`config.mk`:
```
export PLATFORM = sky130hd
export DESIGN_NAME = pci_config_port_with_device_core
export DESIGN_NICKNAME = d
export VERILOG_FILES = /design/src/rtl/pcicfg_pkg.sv /design/src/rtl/pci_config_port_with_device_core.sv /design/src/rtl/pcicfg_space.sv /design/src/rtl/pcicfg_obuf.sv
export SDC_FILE = /design/constraint.sdc
export NUM_CORES = 1
export LEC_CHECK = 0
export ABC_AREA = 1
export BUFFER_PORTS_ARGS = -buffer_cell sky130_fd_sc_hd__buf_4
export CORE_MARGIN = 1.5
export CORE_UTILIZATION = 55
export DETAILED_ROUTE_END_ITERATION = 7
export PLACE_DENSITY = 0.8
export SKIP_CTS_REPAIR_TIMING = 1
export SYNTH_ARGS = -nofsm -noshare
export SYNTH_HDL_FRONTEND = slang
export SYNTH_SLANG_ARGS = --single-unit
```
`constraint.sdc`:
```
create_clock -name clk -period 4.2 [get_ports clk]
set_clock_uncertainty 0.2 [all_clocks]
set_input_delay 1.26 -clock clk [delete_from_list [all_inputs] [get_ports clk]]
set_output_delay 1.26 -clock clk [all_outputs]
set_load 0.02 [all_outputs]
```
`src/rtl/pcicfg_pkg.sv`:
```
// ----------------------------------------------------------------------------
// pcicfg_pkg
// Shared types and constants of the configuration-mechanism port with its
// attached device configuration space.
// ----------------------------------------------------------------------------
package pcicfg_pkg;

	// Access kinds carried on the input tuser
	typedef enum logic [1:0] {
		KIND_ADDR_WR = 2'd0,
		KIND_ADDR_RD = 2'd1,
		KIND_DATA_WR = 2'd2,
		KIND_DATA_RD = 2'd3
	} kind_t;

	// Configuration register indexes (paddr bit 2)
	localparam logic REG_BOARD_TYPE  = 1'b0;
	localparam logic REG_DEVICE_SLOT = 1'b1;

	// Board generations
	localparam logic [1:0] BOARD_GEN2 = 2'd2;

	// Device constants
	localparam logic [31:0] INITIAL_BAR   = 32'hD000_0000;
	localparam logic [15:0] VENDOR_ID     = 16'h121a;
	localparam logic [7:0]  CMD_LOW_RST   = 8'h02;
	localparam logic [7:0]  CMD_LOW_MASK  = 8'h23;
	localparam logic [7:0]  CMD_HIGH_MASK = 8'h01;
	localparam logic [7:0]  BAR_LOW_BYTE  = (INITIAL_BAR[7:0] & 8'hf0) | 8'h08;

	// Register offsets in configuration space
	localparam logic [7:0] OFF_VENDOR_LO = 8'h00;
	localparam logic [7:0] OFF_VENDOR_HI = 8'h01;
	localparam logic [7:0] OFF_DEVICE_ID = 8'h02;
	localparam logic [7:0] OFF_CMD_LOW   = 8'h04;
	localparam logic [7:0] OFF_CMD_HIGH  = 8'h05;
	localparam logic [7:0] OFF_STATUS_HI = 8'h06;
	localparam logic [7:0] OFF_REV       = 8'h08;
	localparam logic [7:0] OFF_CLASS     = 8'h0b;
	localparam logic [7:0] OFF_BAR0      = 8'h10;
	localparam logic [7:0] OFF_BAR1      = 8'h11;
	localparam logic [7:0] OFF_BAR2      = 8'h12;
	localparam logic [7:0] OFF_BAR3      = 8'h13;
	localparam logic [7:0] OFF_INT_LINE  = 8'h3c;
	localparam logic [7:0] OFF_INIT_EN   = 8'h40;
	localparam logic [7:0] OFF_EXT1      = 8'h41;
	localparam logic [7:0] OFF_EXT2      = 8'h42;
	localparam logic [7:0] OFF_OSC_LO    = 8'h54;
	localparam logic [7:0] OFF_OSC_HI    = 8'h55;
	localparam logic [7:0] OFF_BUS_LO    = 8'h56;
	localparam logic [7:0] OFF_BUS_HI    = 8'h57;
	localparam logic [7:0] OFF_ENABLE    = 8'hc0;
	localparam logic [7:0] OFF_DISABLE   = 8'he0;

	// Byte returned for an access that no device claims
	localparam logic [7:0] NO_DEVICE_BYTE = 8'hff;

	typedef struct packed {
		logic [1:0] board_type;
		logic [4:0] device_slot;
	} cfg_t;

	typedef struct packed {
		logic [31:0] read_data;
		logic        bar_changed;
		logic [31:0] bar_base;
		logic        init_enable_pulse;
		logic [2:0]  init_enable_value;
		logic        enable_pulse;
		logic        enable_value;
	} res_t;

	localparam int RES_W = $bits(res_t);

endpackage

```
`src/rtl/pci_config_port_with_device_core.sv`:
```
// ----------------------------------------------------------------------------
// pci_config_port_with_device_core
// Configuration mechanism 1 host port joined to one device configuration
// space, with an APB register port for board type and device slot.
// ----------------------------------------------------------------------------
// Each beat on the slave stream is one access: an address-port write or
// read, or a byte write or read on the data port. One beat is taken every
// clock unless both result slots are full; each result is registered, and
// the two-deep result buffer keeps the input open while one result waits.
// Data-port accesses reach the device only when bit 31 of the address word
// is set, the bus number is 0 and the device number matches device_slot;
// otherwise reads return 0xff and writes are dropped. Every result carries
// the current BAR base. Write board_type and device_slot only while no
// access is in flight.
module pci_config_port_with_device_core
	import pcicfg_pkg::*;
(
	input  logic        clk,
	input  logic        arst_n,
	// APB configuration port
	input  logic        psel,
	input  logic        penable,
	input  logic        pwrite,
	input  logic [2:0]  paddr,
	input  logic [31:0] pwdata,
	output logic [31:0] prdata,
	output logic        pready,
	// Access stream
	input  logic        s_tvalid,
	output logic        s_tready,
	input  logic [39:0] s_tdata,  // lane[1:0], data[33:2], zero pad
	input  logic [1:0]  s_tuser,  // kind[1:0]
	// Result stream
	output logic        m_tvalid,
	input  logic        m_tready,
	output logic [71:0] m_tdata   // read_data[31:0], bar_changed[32],
	                              // bar_base[64:33], init_enable_pulse[65],
	                              // init_enable_value[68:66], enable_pulse[69],
	                              // enable_value[70], zero pad
);

	cfg_t cfg_q;
	res_t res;
	res_t out_res;
	logic accept;
	logic cfg_wr;

	assign pready = 1'b1;
	assign cfg_wr = psel && penable && pwrite && pready;

	// Configuration registers
	always_ff @(posedge clk or negedge arst_n) begin
		if (!arst_n) begin
			cfg_q.board_type  <= 2'd1;
			cfg_q.device_slot <= 5'd0;
		end else if (cfg_wr) begin
			unique case (paddr[2])
				REG_BOARD_TYPE:  cfg_q.board_type  <= pwdata[1:0];
				REG_DEVICE_SLOT: cfg_q.device_slot <= pwdata[4:0];
				default: ;
			endcase
		end
	end

	// Register readback
	always_comb begin
		unique case (paddr[2])
			REG_BOARD_TYPE:  prdata = {30'd0, cfg_q.board_type};
			REG_DEVICE_SLOT: prdata = {27'd0, cfg_q.device_slot};
			default:         prdata = '0;
		endcase
	end

	assign accept = s_tvalid && s_tready;

	pcicfg_space u_space (
		.clk    (clk),
		.arst_n (arst_n),
		.cfg    (cfg_q),
		.accept (accept),
		.kind   (kind_t'(s_tuser)),
		.lane   (s_tdata[1:0]),
		.data   (s_tdata[33:2]),
		.res    (res)
	);

	pcicfg_obuf u_obuf (
		.clk       (clk),
		.arst_n    (arst_n),
		.in_valid  (s_tvalid),
		.in_ready  (s_tready),
		.in_res    (res),
		.out_valid (m_tvalid),
		.out_ready (m_tready),
		.out_res   (out_res)
	);

	// Result beat packing
	assign m_tdata = {1'b0,
		out_res.enable_value,
		out_res.enable_pulse,
		out_res.init_enable_value,
		out_res.init_enable_pulse,
		out_res.bar_base,
		out_res.bar_changed,
		out_res.read_data};

endmodule

```
`src/rtl/pcicfg_space.sv`:
```
// ----------------------------------------------------------------------------
// pcicfg_space
// Address register, decode and device configuration space. Computes the
// result of one access and updates state at the edge the access is taken.
// ----------------------------------------------------------------------------
module pcicfg_space
	import pcicfg_pkg::*;
(
	input  logic        clk,
	input  logic        arst_n,
	input  cfg_t        cfg,
	input  logic        accept,
	input  kind_t       kind,
	input  logic [1:0]  lane,
	input  logic [31:0] data,
	output res_t        res
);

	logic [31:0] address_q;
	logic [7:0]  cmd_low_q;
	logic [7:0]  cmd_high_q;
	logic [7:0]  bar_top_q;
	logic [15:0] osc_q;
	logic [11:0] bus_q;

	logic        addressed;
	logic        second;
	logic [7:0]  off;
	logic [15:0] osc_inc;
	logic [11:0] bus_dec;
	logic [7:0]  rd_byte;
	logic        wr_hit;
	logic        rd_hit;
	logic        cnt_hit;
	logic [7:0]  bar_top_next;

	// Decode of the latched address word
	assign addressed = address_q[31] && (address_q[23:16] == 8'd0)
		&& (address_q[15:11] == cfg.device_slot);
	assign second  = (cfg.board_type == BOARD_GEN2);
	assign off     = {address_q[7:2], lane};
	assign osc_inc = osc_q + 16'd1;
	assign bus_dec = bus_q - 12'd1;
	assign wr_hit  = (kind == KIND_DATA_WR) && addressed;
	assign rd_hit  = (kind == KIND_DATA_RD) && addressed;
	assign cnt_hit = rd_hit && second && (off == OFF_OSC_LO);

	// Configuration space read mux
	always_comb begin
		case (off)
			OFF_VENDOR_LO: rd_byte = VENDOR_ID[7:0];
			OFF_VENDOR_HI: rd_byte = VENDOR_ID[15:8];
			OFF_DEVICE_ID: rd_byte = second ? 8'h02 : 8'h01;
			OFF_CMD_LOW:   rd_byte = cmd_low_q;
			OFF_CMD_HIGH:  rd_byte = cmd_high_q;
			OFF_STATUS_HI: rd_byte = 8'h80;
			OFF_REV:       rd_byte = 8'h02;
			OFF_CLASS:     rd_byte = 8'h04;
			OFF_BAR0:      rd_byte = BAR_LOW_BYTE;
			OFF_BAR1:      rd_byte = INITIAL_BAR[15:8];
			OFF_BAR2:      rd_byte = INITIAL_BAR[23:16];
			OFF_BAR3:      rd_byte = bar_top_q;
			OFF_INT_LINE:  rd_byte = 8'hff;
			OFF_EXT1:      rd_byte = second ? 8'h40 : 8'h00;
			OFF_EXT2:      rd_byte = second ? 8'h01 : 8'h00;
			OFF_OSC_LO:    rd_byte = second ? osc_inc[7:0] : 8'h00;
			OFF_OSC_HI:    rd_byte = second ? osc_q[15:8] : 8'h00;
			OFF_BUS_LO:    rd_byte = second ? bus_q[7:0] : 8'h00;
			OFF_BUS_HI:    rd_byte = second ? {4'd0, bus_q[11:8]} : 8'h00;
			default:       rd_byte = 8'h00;
		endcase
	end

	// BAR top byte as it stands after this access
	assign bar_top_next = (wr_hit && off == OFF_BAR3) ? data[7:0] : bar_top_q;

	// Result of the access
	always_comb begin
		res = '0;
		res.bar_base = {bar_top_next, INITIAL_BAR[23:4], 4'd0};
		case (kind)
			KIND_ADDR_RD: res.read_data = address_q;
			KIND_DATA_RD: res.read_data = addressed ? {24'd0, rd_byte}
				: {24'd0, NO_DEVICE_BYTE};
			KIND_DATA_WR: begin
				if (wr_hit) begin
					if (off >= OFF_BAR0 && off <= OFF_BAR3) begin
						res.bar_changed = 1'b1;
					end else if (off == OFF_INIT_EN) begin
						res.init_enable_pulse = 1'b1;
						res.init_enable_value = data[2:0];
					end else if (off == OFF_ENABLE) begin
						res.enable_pulse = 1'b1;
						res.enable_value = 1'b1;
					end else if (off == OFF_DISABLE) begin
						res.enable_pulse = 1'b1;
					end
				end
			end
			default: ;
		endcase
	end

	// State update on a taken access
	always_ff @(posedge clk or negedge arst_n) begin
		if (!arst_n) begin
			address_q  <= '0;
			cmd_low_q  <= CMD_LOW_RST;
			cmd_high_q <= '0;
			bar_top_q  <= INITIAL_BAR[31:24];
			osc_q      <= '0;
			bus_q      <= '0;
		end else if (accept) begin
			if (kind == KIND_ADDR_WR) begin
				address_q <= data;
			end
			if (wr_hit && off == OFF_CMD_LOW) begin
				cmd_low_q <= (data[7:0] & CMD_LOW_MASK) | (cmd_low_q & ~CMD_LOW_MASK);
			end
			if (wr_hit && off == OFF_CMD_HIGH) begin
				cmd_high_q <= (data[7:0] & CMD_HIGH_MASK) | (cmd_high_q & ~CMD_HIGH_MASK);
			end
			bar_top_q <= bar_top_next;
			if (cnt_hit) begin
				osc_q <= osc_inc;
				bus_q <= bus_dec;
			end
		end
	end

endmodule

```
`src/rtl/pcicfg_obuf.sv`:
```
// ----------------------------------------------------------------------------
// pcicfg_obuf
// Result register with a skid stage, so an access can be taken while an
// earlier result still waits at the output.
// ----------------------------------------------------------------------------
module pcicfg_obuf
	import pcicfg_pkg::*;
(
	input  logic clk,
	input  logic arst_n,
	input  logic in_valid,
	output logic in_ready,
	input  res_t in_res,
	output logic out_valid,
	input  logic out_ready,
	output res_t out_res
);

	res_t main_q;
	res_t skid_q;
	logic main_vld_q;
	logic skid_vld_q;
	logic push;
	logic take;

	assign in_ready  = !skid_vld_q;
	assign push      = in_valid && in_ready;
	assign take      = main_vld_q && out_ready;
	assign out_valid = main_vld_q;
	assign out_res   = main_q;

	// Valid flags
	always_ff @(posedge clk or negedge arst_n) begin
		if (!arst_n) begin
			main_vld_q <= 1'b0;
			skid_vld_q <= 1'b0;
		end else begin
			if (take) begin
				if (skid_vld_q) begin
					skid_vld_q <= 1'b0;
				end else begin
					main_vld_q <= push;
				end
			end else if (push) begin
				if (main_vld_q) begin
					skid_vld_q <= 1'b1;
				end else begin
					main_vld_q <= 1'b1;
				end
			end
		end
	end

	// Payload
	always_ff @(posedge clk) begin
		if (take) begin
			if (skid_vld_q) begin
				main_q <= skid_q;
			end else if (push) begin
				main_q <= in_res;
			end
		end else if (push) begin
			if (main_vld_q) begin
				skid_q <= in_res;
			end else begin
				main_q <= in_res;
			end
		end
	end

endmodule
```
==> impl_metrics.env, run 1 <==
export IMPL_grt_usage_pct=24.1
export IMPL_tritoncts="yes"
export IMPL_p_per_area_nw_per_um2=530
export IMPL_fmaxAchievable_ghz=0.308
export IMPL_dp_hpwl_um=13900
export IMPL_path_cells="buf_4 -> inv_1 -> o21ai_0 -> buf_4"
export IMPL_num_fill_cells=1285
export IMPL_ir_drop_mv=0.375
export IMPL_grt_max_degree=82
export IMPL_dr_pass1_iters=5
export IMPL_io_buffers=102
export IMPL_critPathSlowestCell="buf_4"
export IMPL_max_slew_worst_pin_slew_ns=1.05
export IMPL_finalCriticalPeriod_ns=3.24
export IMPL_h_tree_depth=4
export IMPL_drv_slew=0
export IMPL_cts_buffers=17
export IMPL_final_common_cell="nand2_1"
export IMPL_clkSlewWorstSetupHoldPaths_ns=0.06
export IMPL_timing_final_crit_share_pct=77.2
export IMPL_cts_buffer_depth=2
export IMPL_die_h_um=131
export IMPL_final_cell_mix="nand2_1, nor2_1, inv_1, buf_4, edfxtp_1"
export IMPL_required_ns=2.74
export IMPL_grt_pass1_wl_um=31200
export IMPL_antenna_left=0
export IMPL_synth_area_um2=8990
export IMPL_hold_ws_ns=0.280
export IMPL_syn_to_final_growth_pct=15.6
export IMPL_finalHoldViolations=0
export IMPL_path_class="in -> out"
export IMPL_maxCapViolCount=0
export IMPL_setup_slack_ns=0.957
export IMPL_wl_per_cell_um=14.3
export IMPL_ys_warn_count=0
export IMPL_cts_sinks=175
export IMPL_fin_setup_tns_ns=0
export IMPL_instances_no_fill=1359
export IMPL_fin_util_pct=65.2
export IMPL_ioPinCount=191
export IMPL_cts_root_buf="clkbuf_16"
export IMPL_drt_iter0_markers=448
export IMPL_grt_overflow=0
export IMPL_antenna_cells=0
export IMPL_rows=46
export IMPL_rsz0062_at_grt="false"
export IMPL_holdCritPathClass="reg -> reg"
export IMPL_p_leak_nw=5.07
export IMPL_via_per_inst=5.03
export IMPL_die_area_um2=17100
export IMPL_slowest_delay_ns=0.17
export IMPL_place_congestion=0.876
export IMPL_ys_ff_latch=175
export IMPL_start_util_pct=56.4
export IMPL_cp_start_kind="input port"
export IMPL_grt_pass1_vias=6417
export IMPL_worst_ep_arrival_time_ns=1.78
export IMPL_path_common_cell="buf_4"
export IMPL_setup_violations_final=0
export IMPL_syn_inst=1026
export IMPL_antenna_found_initial=0
export IMPL_dp_slack_ns=0.961
export IMPL_fin_nets=1216
export IMPL_drc=0
export IMPL_cp_max_fo=7
export IMPL_status="finished, final reports clean"
export IMPL_slew_limit_headroom_pct=29.9
export IMPL_syn_mean_instance_area_um2=8.76
export IMPL_die_x_um=131
export IMPL_ys_types=38
export IMPL_core_area_um2=15900
export IMPL_vias=6830
export IMPL_dp_cells=1327
export IMPL_crit_path_end_kind="output pin"
export IMPL_wl_um=19400
export IMPL_insertion_delay_ns=0.43
export IMPL_ys_seq_area_share_pct=54.0
export IMPL_post_route_cells_drive_above_1_share_pct=18.9
layout make-up:
type / count / area, um2 / area share, %
Timing Repair Buffer: 111 / 846 / 8.14
Tap cell: 216 / 270 / 2.60
Multi-Input combinational cell: 704 / 3370 / 32.5
Sequential cell: 175 / 4860 / 46.7
Inverter: 121 / 459 / 4.42
Clock inverter: 15 / 163 / 1.56
Clock buffer: 17 / 425 / 4.09
routing by layer:
metal	global-route usage (%)	wire, um
met1	32.1	8770
met2	40.2	9340
met4	8.73	356
met3	3.91	961
met5	0	0
critical path: cells and delay by family:
family / cells / cell delay [ns]
AOI/OAI and AO/OA: 1 / 0.16
buffers and inverters: 3 / 0.37
where the power goes:
part	leakage (nW)	switching, mW	internal (mW)	total [mW]
Sequential	1.85	0.166	2.29	2.45
Combinational	2.93	1.01	0.475	1.48
Clock	0.293	0.724	0.846	1.57
Total	5.07	1.90	3.61	5.51
flip-flops by register name, summed over array words and instances (netlist names):
| register | flops |
|---|---|
| u_space.osc_q | 16 |
| u_space.bar_top_q | 8 |
| u_obuf.skid_q | 47 |
| u_obuf.out_valid | 1 |
| u_space.cmd_high_q | 1 |
| u_obuf.skid_vld_q | 1 |
| cfg_q | 7 |
| u_obuf.out_res | 47 |
| u_space.bus_q | 12 |
| u_space.cmd_low_q | 3 |
| u_space.address_q | 32 |
cell families (layout without fill, tap and decap cells):
kind of cell | after synthesis | count (layout) | synth area share, %
compound gates | 94 | 94 | 5.82
fa+ha+maj | 2 | 2 | 0.278
buf+inv | 198 | 264 | 10.8
xor+xnor | 18 | 18 | 1.75
simple gates | 536 | 536 | 27.1
other cells | 2 | 53 | 0.0835
flops | 175 | 175 | 54.0
mux | 1 | 1 | 0.125
Yosys cell counts, drive strengths merged:
| library cell | n | share of area [%] |
|---|---|---|
| dfstp | 5 | 1.5 |
| nor2 | 137 | 6.8 |
| nand3 | 60 | 3.3 |
| ha | 2 | 0.28 |
| xnor2 | 6 | 0.58 |
| mux2 | 1 | 0.13 |
| inv | 119 | 5.0 |
| clkbuf | 17 | 0.71 |
| o21bai | 3 | 0.25 |
| nand2 | 289 | 13 |
| buf | 60 | 5.0 |
| o21ai | 54 | 3.5 |
| or2 | 8 | 0.56 |
| nand4 | 18 | 1.6 |
| a21oi | 37 | 2.1 |
| nor4 | 5 | 0.42 |
| conb | 2 | 0.084 |
| xor2 | 12 | 1.2 |
| edfxtp | 94 | 31 |
| nand3b | 1 | 0.22 |
| nor3 | 17 | 1.1 |
| dfrtp | 76 | 21 |
| clkinv | 2 | 0.14 |
| and3 | 1 | 0.070 |
through the flow:
stage | total power, mW | area (um2)
after floorplan | 3.44 | 9180
after global placement | 3.93 | 9810
after detailed placement | 3.97 | 9810
after CTS | 5.53 | 10400
after global routing | 5.79 | 10400
final | 5.51 | 10400
path summary, 6_finish.rpt:
| path | depth (start not counted) | start | to | slack [ns] |
|---|---|---|---|---|
| worst min-delay path | 2 | u_space.bar_top_q[4]$_DFFE_PN1P_ | u_space.bar_top_q[4]$_DFFE_PN1P_ | 0.28 |
| worst max-delay path | 4 | paddr[2] | prdata[0] | 0.96 |
| max in group asynchronous | 1 | arst_n | u_space.address_q[18]$_DFFE_PN0P_ | 2.32 |
| worst min register to register | 2 | u_space.bar_top_q[4]$_DFFE_PN1P_ | u_space.bar_top_q[4]$_DFFE_PN1P_ | 0.28 |
| min in group asynchronous | 1 | arst_n | u_space.address_q[8]$_DFFE_PN0P_ | 0.81 |
| worst max register to register | 13 | u_space.address_q[7]$_DFFE_PN0P_ | u_obuf.out_res[40]$_DFFE_PP_ | 1.62 |
(Power assumes the default switching activity.)
==> run 2, diff against run 1 <==
--- a/config.mk
+++ b/config.mk
@@ -5,10 +5,10 @@
 export SDC_FILE = /design/constraint.sdc
 export NUM_CORES = 1
 export LEC_CHECK = 0
-export ABC_AREA = 1
+export ABC_AREA = 0
 export BUFFER_PORTS_ARGS = -buffer_cell sky130_fd_sc_hd__buf_4
 export CORE_MARGIN = 1.5
-export CORE_UTILIZATION = 55
+export CORE_UTILIZATION = 54
 export DETAILED_ROUTE_END_ITERATION = 7
 export PLACE_DENSITY = 0.8
 export SKIP_CTS_REPAIR_TIMING = 1
==> constraint.sdc (replaced) <==
create_clock -name clk -period 3.01 [get_ports clk]
set_clock_uncertainty 0.2 [all_clocks]
set_input_delay 0.903 -clock clk [delete_from_list [all_inputs] [get_ports clk]]
set_output_delay 0.903 -clock clk [all_outputs]
set_load 0.02 [all_outputs]
==> impl_metrics.env, run 2 <==
export IMPL_syn_mean_instance_area_um2=13.1
export IMPL_final_cell_mix="buf_4, mux2_2, edfxtp_1, dfrtp_1, conb_1"
export IMPL_finalHoldViolations=0
export IMPL_start_util_pct=54.9
export IMPL_cts_buffer_depth=2
export IMPL_ff_latch_area_um2=4860
export IMPL_maxCapViolCount=0
export IMPL_ioPinCount=191
export IMPL_rrSetupSlack_ns=0.08
export IMPL_max_slew_worst_pin_slew_ns=0.744
export IMPL_cts_sinks=175
export IMPL_status="finished, final reports clean"
export IMPL_core_area_um2=15100
export IMPL_fin_nets=838
export IMPL_slew_limit_headroom_pct=49.7
export IMPL_cts_buffers=17
export IMPL_drt_iter0_markers=275
export IMPL_rows=45
export IMPL_grt_usage_pct=23.3
export IMPL_finalCriticalPeriod_ns=2.93
export IMPL_insertion_delay_ns=0.42
export IMPL_dp_slack_ns=-0.0828
export IMPL_syn_inst=635
export IMPL_dp_hpwl_um=12700
export IMPL_ys_types=55
export IMPL_drv_slew=0
export IMPL_io_buffers=102
export IMPL_synthDominantCellAreaShare_pct=33.9
export IMPL_r2r_end="u_obuf.out_res[31]$_DFFE_PP_"
export IMPL_place_congestion=0.902
export IMPL_ir_drop_mv=0.438
export IMPL_die_h_um=127
export IMPL_p_per_area_nw_per_um2=799
export IMPL_post_route_cells_drive_above_1_share_pct=37.3
export IMPL_via_per_inst=5.57
export IMPL_ys_warn_count=0
export IMPL_cp_max_fo=8
export IMPL_p_leak_nw=4.17
export IMPL_syn_to_final_growth_pct=19.0
export IMPL_ys_seq_area_share_pct=58.4
export IMPL_h_tree_depth=4
export IMPL_antenna_cells=0
export IMPL_grt_pass1_vias=5379
export IMPL_drc=0
export IMPL_grt_pass1_wl_um=29000
export IMPL_synthArstFlopShare_pct=46.3
export IMPL_holdCritPathClass="in -> async"
export IMPL_ys_ff_latch=175
export IMPL_ff2ff_path_depth=7
export IMPL_worst_ep_arrival_time_ns=2.90
export IMPL_grt_overflow=0
export IMPL_vias=5308
export IMPL_crit_path_end_kind="flip-flop"
export IMPL_final_common_cell="buf_4"
export IMPL_die_area_um2=16200
export IMPL_cp_start_kind="flip-flop"
export IMPL_grt_max_degree=48
export IMPL_finalPower_mw=7.90
export IMPL_synth_most_common_cell="mux2_2"
export IMPL_antenna_left=0
export IMPL_ys_flop_type="edfxtp_1"
export IMPL_synth_largest_area_cell="edfxtp_1"
export IMPL_timing_final_crit_share_pct=97.4
export IMPL_setup_slack_ns=0.0789
export IMPL_clkSlewWorstSetupHoldPaths_ns=0.07
export IMPL_cts_root_buf="clkbuf_16"
export IMPL_rsz0062_at_grt="false"
export IMPL_wl_um=17900
export IMPL_multi_input_area_um2=3130
export IMPL_rr_startpoint="u_space.address_q[21]$_DFFE_PN0P_"
export IMPL_num_fill_cells=1110
export IMPL_dr_pass1_iters=4
export IMPL_synth_area_leaders="edfxtp_1, dfrtp_1, mux2_2"
export IMPL_required_ns=2.98
export IMPL_synth_area_um2=8320
export IMPL_wl_per_cell_um=18.8
export IMPL_tritoncts="yes"
export IMPL_synthTopCellsByCount="mux2_2, edfxtp_1, dfrtp_1"
export IMPL_setup_violations_final=0
export IMPL_synth_edff_count=94
export IMPL_path_class="reg -> reg"
export IMPL_fmaxAchievable_ghz=0.341
export IMPL_antenna_found_initial=0
export IMPL_die_x_um=127
## run 2: layout make-up
type	count	share of cell area (%)
sequential	175	49.1
multi-input combinational	419	31.6
timing repair buffer	130	10.6
clock buffer	20	4.84
tap	188	2.38
clock inverter	12	1.14
inverter	9	0.341
## run 2: worst max-delay path by stage
| stage | start | endpoint | slack, ns | depth (start not counted) |
|---|---|---|---|---|
| after floorplan | s_tvalid | u_obuf.skid_q[0]$_DFFE_PP_ | 0.009 | 2 |
| after global placement | s_tdata[0] | u_obuf.out_res[40]$_DFFE_PP_ | -0.02 | 7 |
| after detailed placement | s_tdata[0] | u_obuf.out_res[40]$_DFFE_PP_ | -0.08 | 7 |
| after CTS | u_space.address_q[21]$_DFFE_PN0P_ | u_obuf.out_res[40]$_DFFE_PP_ | 0.05 | 7 |
| after global routing | u_space.address_q[21]$_DFFE_PN0P_ | u_obuf.out_res[37]$_DFFE_PP_ | 0.008 | 7 |
| final | u_space.address_q[21]$_DFFE_PN0P_ | u_obuf.out_res[31]$_DFFE_PP_ | 0.08 | 7 |
## run 2: metal layers
metal	share of wire (%)	GRT usage, %	vias up
met1	43	30.6	2653
met3	4.2	4.36	23
met2	51	39.2	182
met4	1.9	8.09	0
li1	-	-	2450
met5	0	0	-
## run 2: critical path, stage by stage, from the launching register on
cell     delay (ns)
dfrtp_1        0.41
or4b_1         0.59
nor3_4         0.28
nand4_4        0.17
nor3b_4        0.25
buf_12         0.15
mux2_2         0.34
mux2_2         0.27
## run 2: logic make-up (layout without fill, tap and decap cells)
kind of cell | Yosys count | count (layout) | synth area share [%]
and+or+nand+nor | 170 | 170 | 12.0
DFF | 175 | 175 | 58.4
xor gates and xnor gates | 34 | 34 | 3.58
AOI/OAI and AO/OA | 55 | 55 | 4.36
muxes | 105 | 105 | 14.6
buffers and inverters | 92 | 171 | 6.61
other | 2 | 53 | 0.0903
adders and majority gates | 2 | 2 | 0.301
## run 2: per-stage QoR
step	instance area [um2]	TNS (ns)	utilization [%]	hold slack, ns	cells
CTS	9890	0	65.3	0.255	953
floorplan	8520	0	-	0.240	686
finish	9890	0	65.3	0.258	953
global route	9890	0	65.3	0.279	953
global placement	9300	-0.0200	61.4	0.266	921
detailed placement	9300	-0.145	61.4	0.272	921
## run 2: where the power goes
part	total (mW)	switching [mW]	internal, mW
logic	2.10	1.16	0.940
registers	3.65	0.398	3.25
clock network	2.16	0.969	1.19
total	7.90	2.52	5.38
==> run 3, diff against run 2 <==
--- a/config.mk
+++ b/config.mk
@@ -8,9 +8,9 @@
 export ABC_AREA = 0
 export BUFFER_PORTS_ARGS = -buffer_cell sky130_fd_sc_hd__buf_4
 export CORE_MARGIN = 1.5
-export CORE_UTILIZATION = 54
+export CORE_UTILIZATION = 58
 export DETAILED_ROUTE_END_ITERATION = 7
-export PLACE_DENSITY = 0.8
+export PLACE_DENSITY = 0.85
 export SKIP_CTS_REPAIR_TIMING = 1
 export SYNTH_ARGS = -nofsm -noshare
 export SYNTH_HDL_FRONTEND = slang
==> constraint.sdc (replaced) <==
create_clock -name clk -period 3.6 [get_ports clk]
set_clock_uncertainty 0.2 [all_clocks]
set_input_delay 1.08 -clock clk [delete_from_list [all_inputs] [get_ports clk]]
set_output_delay 1.08 -clock clk [all_outputs]
set_load 0.02 [all_outputs]
==> impl_metrics.env, run 3 (synthesized netlist as in run 2, its figures left out) <==
export IMPL_die_area_um2=15100
export IMPL_crit_path_end_kind="flip-flop"
export IMPL_dr_pass1_iters=4
export IMPL_maxCapViolCount=0
export IMPL_start_util_pct=59.7
export IMPL_drc=0
export IMPL_rows=43
export IMPL_worst_ep_arrival_time_ns=3.04
export IMPL_timing_final_crit_share_pct=85.4
export IMPL_max_slew_worst_pin_slew_ns=0.680
export IMPL_cts_buffers=17
export IMPL_required_ns=3.57
export IMPL_h_tree_depth=4
export IMPL_antenna_left=0
export IMPL_rsz0062_at_grt="false"
export IMPL_status="finished, final reports clean"
export IMPL_cp_max_fo=8
export IMPL_fin_setup_tns_ns=0
export IMPL_final_common_cell="buf_4"
export IMPL_ioPinCount=191
export IMPL_vias=5314
export IMPL_grt_pass1_wl_um=28400
export IMPL_syn_to_final_growth_pct=17.0
export IMPL_grt_overflow=0
export IMPL_wl_per_cell_um=19.3
export IMPL_clkSlewWorstSetupHoldPaths_ns=0.07
export IMPL_holdCritPathClass="reg -> reg"
export IMPL_die_h_um=123
export IMPL_finalHoldViolations=0
export IMPL_p_per_area_nw_per_um2=666
export IMPL_fin_nets=829
export IMPL_grt_max_degree=82
export IMPL_drt_iter0_markers=408
export IMPL_cts_sinks=175
export IMPL_wl_um=18100
export IMPL_die_x_um=123
export IMPL_io_buffers=102
export IMPL_via_per_inst=5.68
export IMPL_instances_no_fill=936
export IMPL_cts_buffer_depth=2
export IMPL_post_route_cells_drive_above_1_share_pct=36.2
export IMPL_antenna_found_initial=0
export IMPL_p_leak_nw=4.09
export IMPL_grt_pass1_vias=5245
export IMPL_fmaxAchievable_ghz=0.325
export IMPL_drv_slew=0
export IMPL_setup_violations_final=0
export IMPL_fin_util_pct=69.8
export IMPL_cts_root_buf="clkbuf_16"
export IMPL_insertion_delay_ns=0.42
export IMPL_path_class="reg -> reg"
export IMPL_tritoncts="yes"
export IMPL_core_area_um2=13900
export IMPL_cp_start_kind="flip-flop"
export IMPL_slew_limit_headroom_pct=54.0
export IMPL_final_cell_mix="buf_4, mux2_2, edfxtp_1, dfrtp_1, conb_1"
export IMPL_dp_cells=904
export IMPL_grt_usage_pct=25.2
export IMPL_antenna_cells=0
export IMPL_ir_drop_mv=0.415
export IMPL_dp_hpwl_um=12700
export IMPL_finalPower_mw=6.48
export IMPL_place_congestion=0.863
export IMPL_finalCriticalPeriod_ns=3.07
-- run 3: cell count changes in the layout (fill, tap and decap cells not counted), moves of 3 or more --
cell	previous run	this run
buf_12	6	3
inv_4	3	0
clkinv_2	0	4
buf_4	124	118
-- run 3: worst paths after layout --
check	endpoint	slack, ns	start	depth (start not counted)
worst max-delay path	u_obuf.out_res[31]$_DFFE_PP_	0.53	u_space.address_q[21]$_DFFE_PN0P_	7
min in group asynchronous	u_space.address_q[25]$_DFFE_PN0P_	0.47	arst_n	2
max in group asynchronous	cfg_q[5]$_DFFE_PN1P_	2.35	arst_n	2
worst min-delay path	u_space.bus_q[11]$_DFFE_PN0P_	0.27	u_space.bus_q[11]$_DFFE_PN0P_	1
worst min register to register	u_space.bus_q[11]$_DFFE_PN0P_	0.27	u_space.bus_q[11]$_DFFE_PN0P_	1
worst max register to register	u_obuf.out_res[31]$_DFFE_PP_	0.53	u_space.address_q[21]$_DFFE_PN0P_	7
-- run 3: where the power goes --
group          internal [mW]  leakage, nW  total [mW]  switching [mW]
Sequential              2.72         1.92        3.06           0.343
Combinational          0.751         1.90        1.72           0.971
Clock                  0.923        0.266        1.70           0.775
-- run 3: area by class of cell --
type | instances | area [um2]
flip-flops and latches | 175 | 4860
fillers | 980 | 4210
multi-input cells | 419 | 3120
repair buffers | 121 | 946
clock buffers | 20 | 457
well taps | 180 | 225
clock inverters | 12 | 85.1
inverters | 9 | 33.8
-- run 3: stage by stage --
| stage | setup slack (ns) | hold slack [ns] | instance area (um2) |
|---|---|---|---|
| floorplan | 0.257 | 0.240 | 8510 |
| global placement | 0.418 | 0.262 | 9190 |
| detailed placement | 0.413 | 0.263 | 9190 |
| CTS | 0.514 | 0.273 | 9730 |
| global route | 0.401 | 0.296 | 9730 |
| finish | 0.525 | 0.271 | 9730 |
-- run 3: critical path, cell delays in order (launching register included) --
cell and delay [ns]:
dfrtp_1 0.40, or4b_1 0.59, nor3_4 0.30, nand4_4 0.23
nor3b_4 0.22, buf_4 0.22, mux2_2 0.37, mux2_2 0.28
-- run 3: metal layers --
layer | track usage, % | share of wire (%) | up-vias
met2 | 40.9 | 49 | 206
met3 | 4.51 | 5.5 | 34
met5 | 0 | 0 | -
li1 | - | - | 2428
met4 | 9.96 | 2.5 | 0
met1 | 33.9 | 43 | 2646
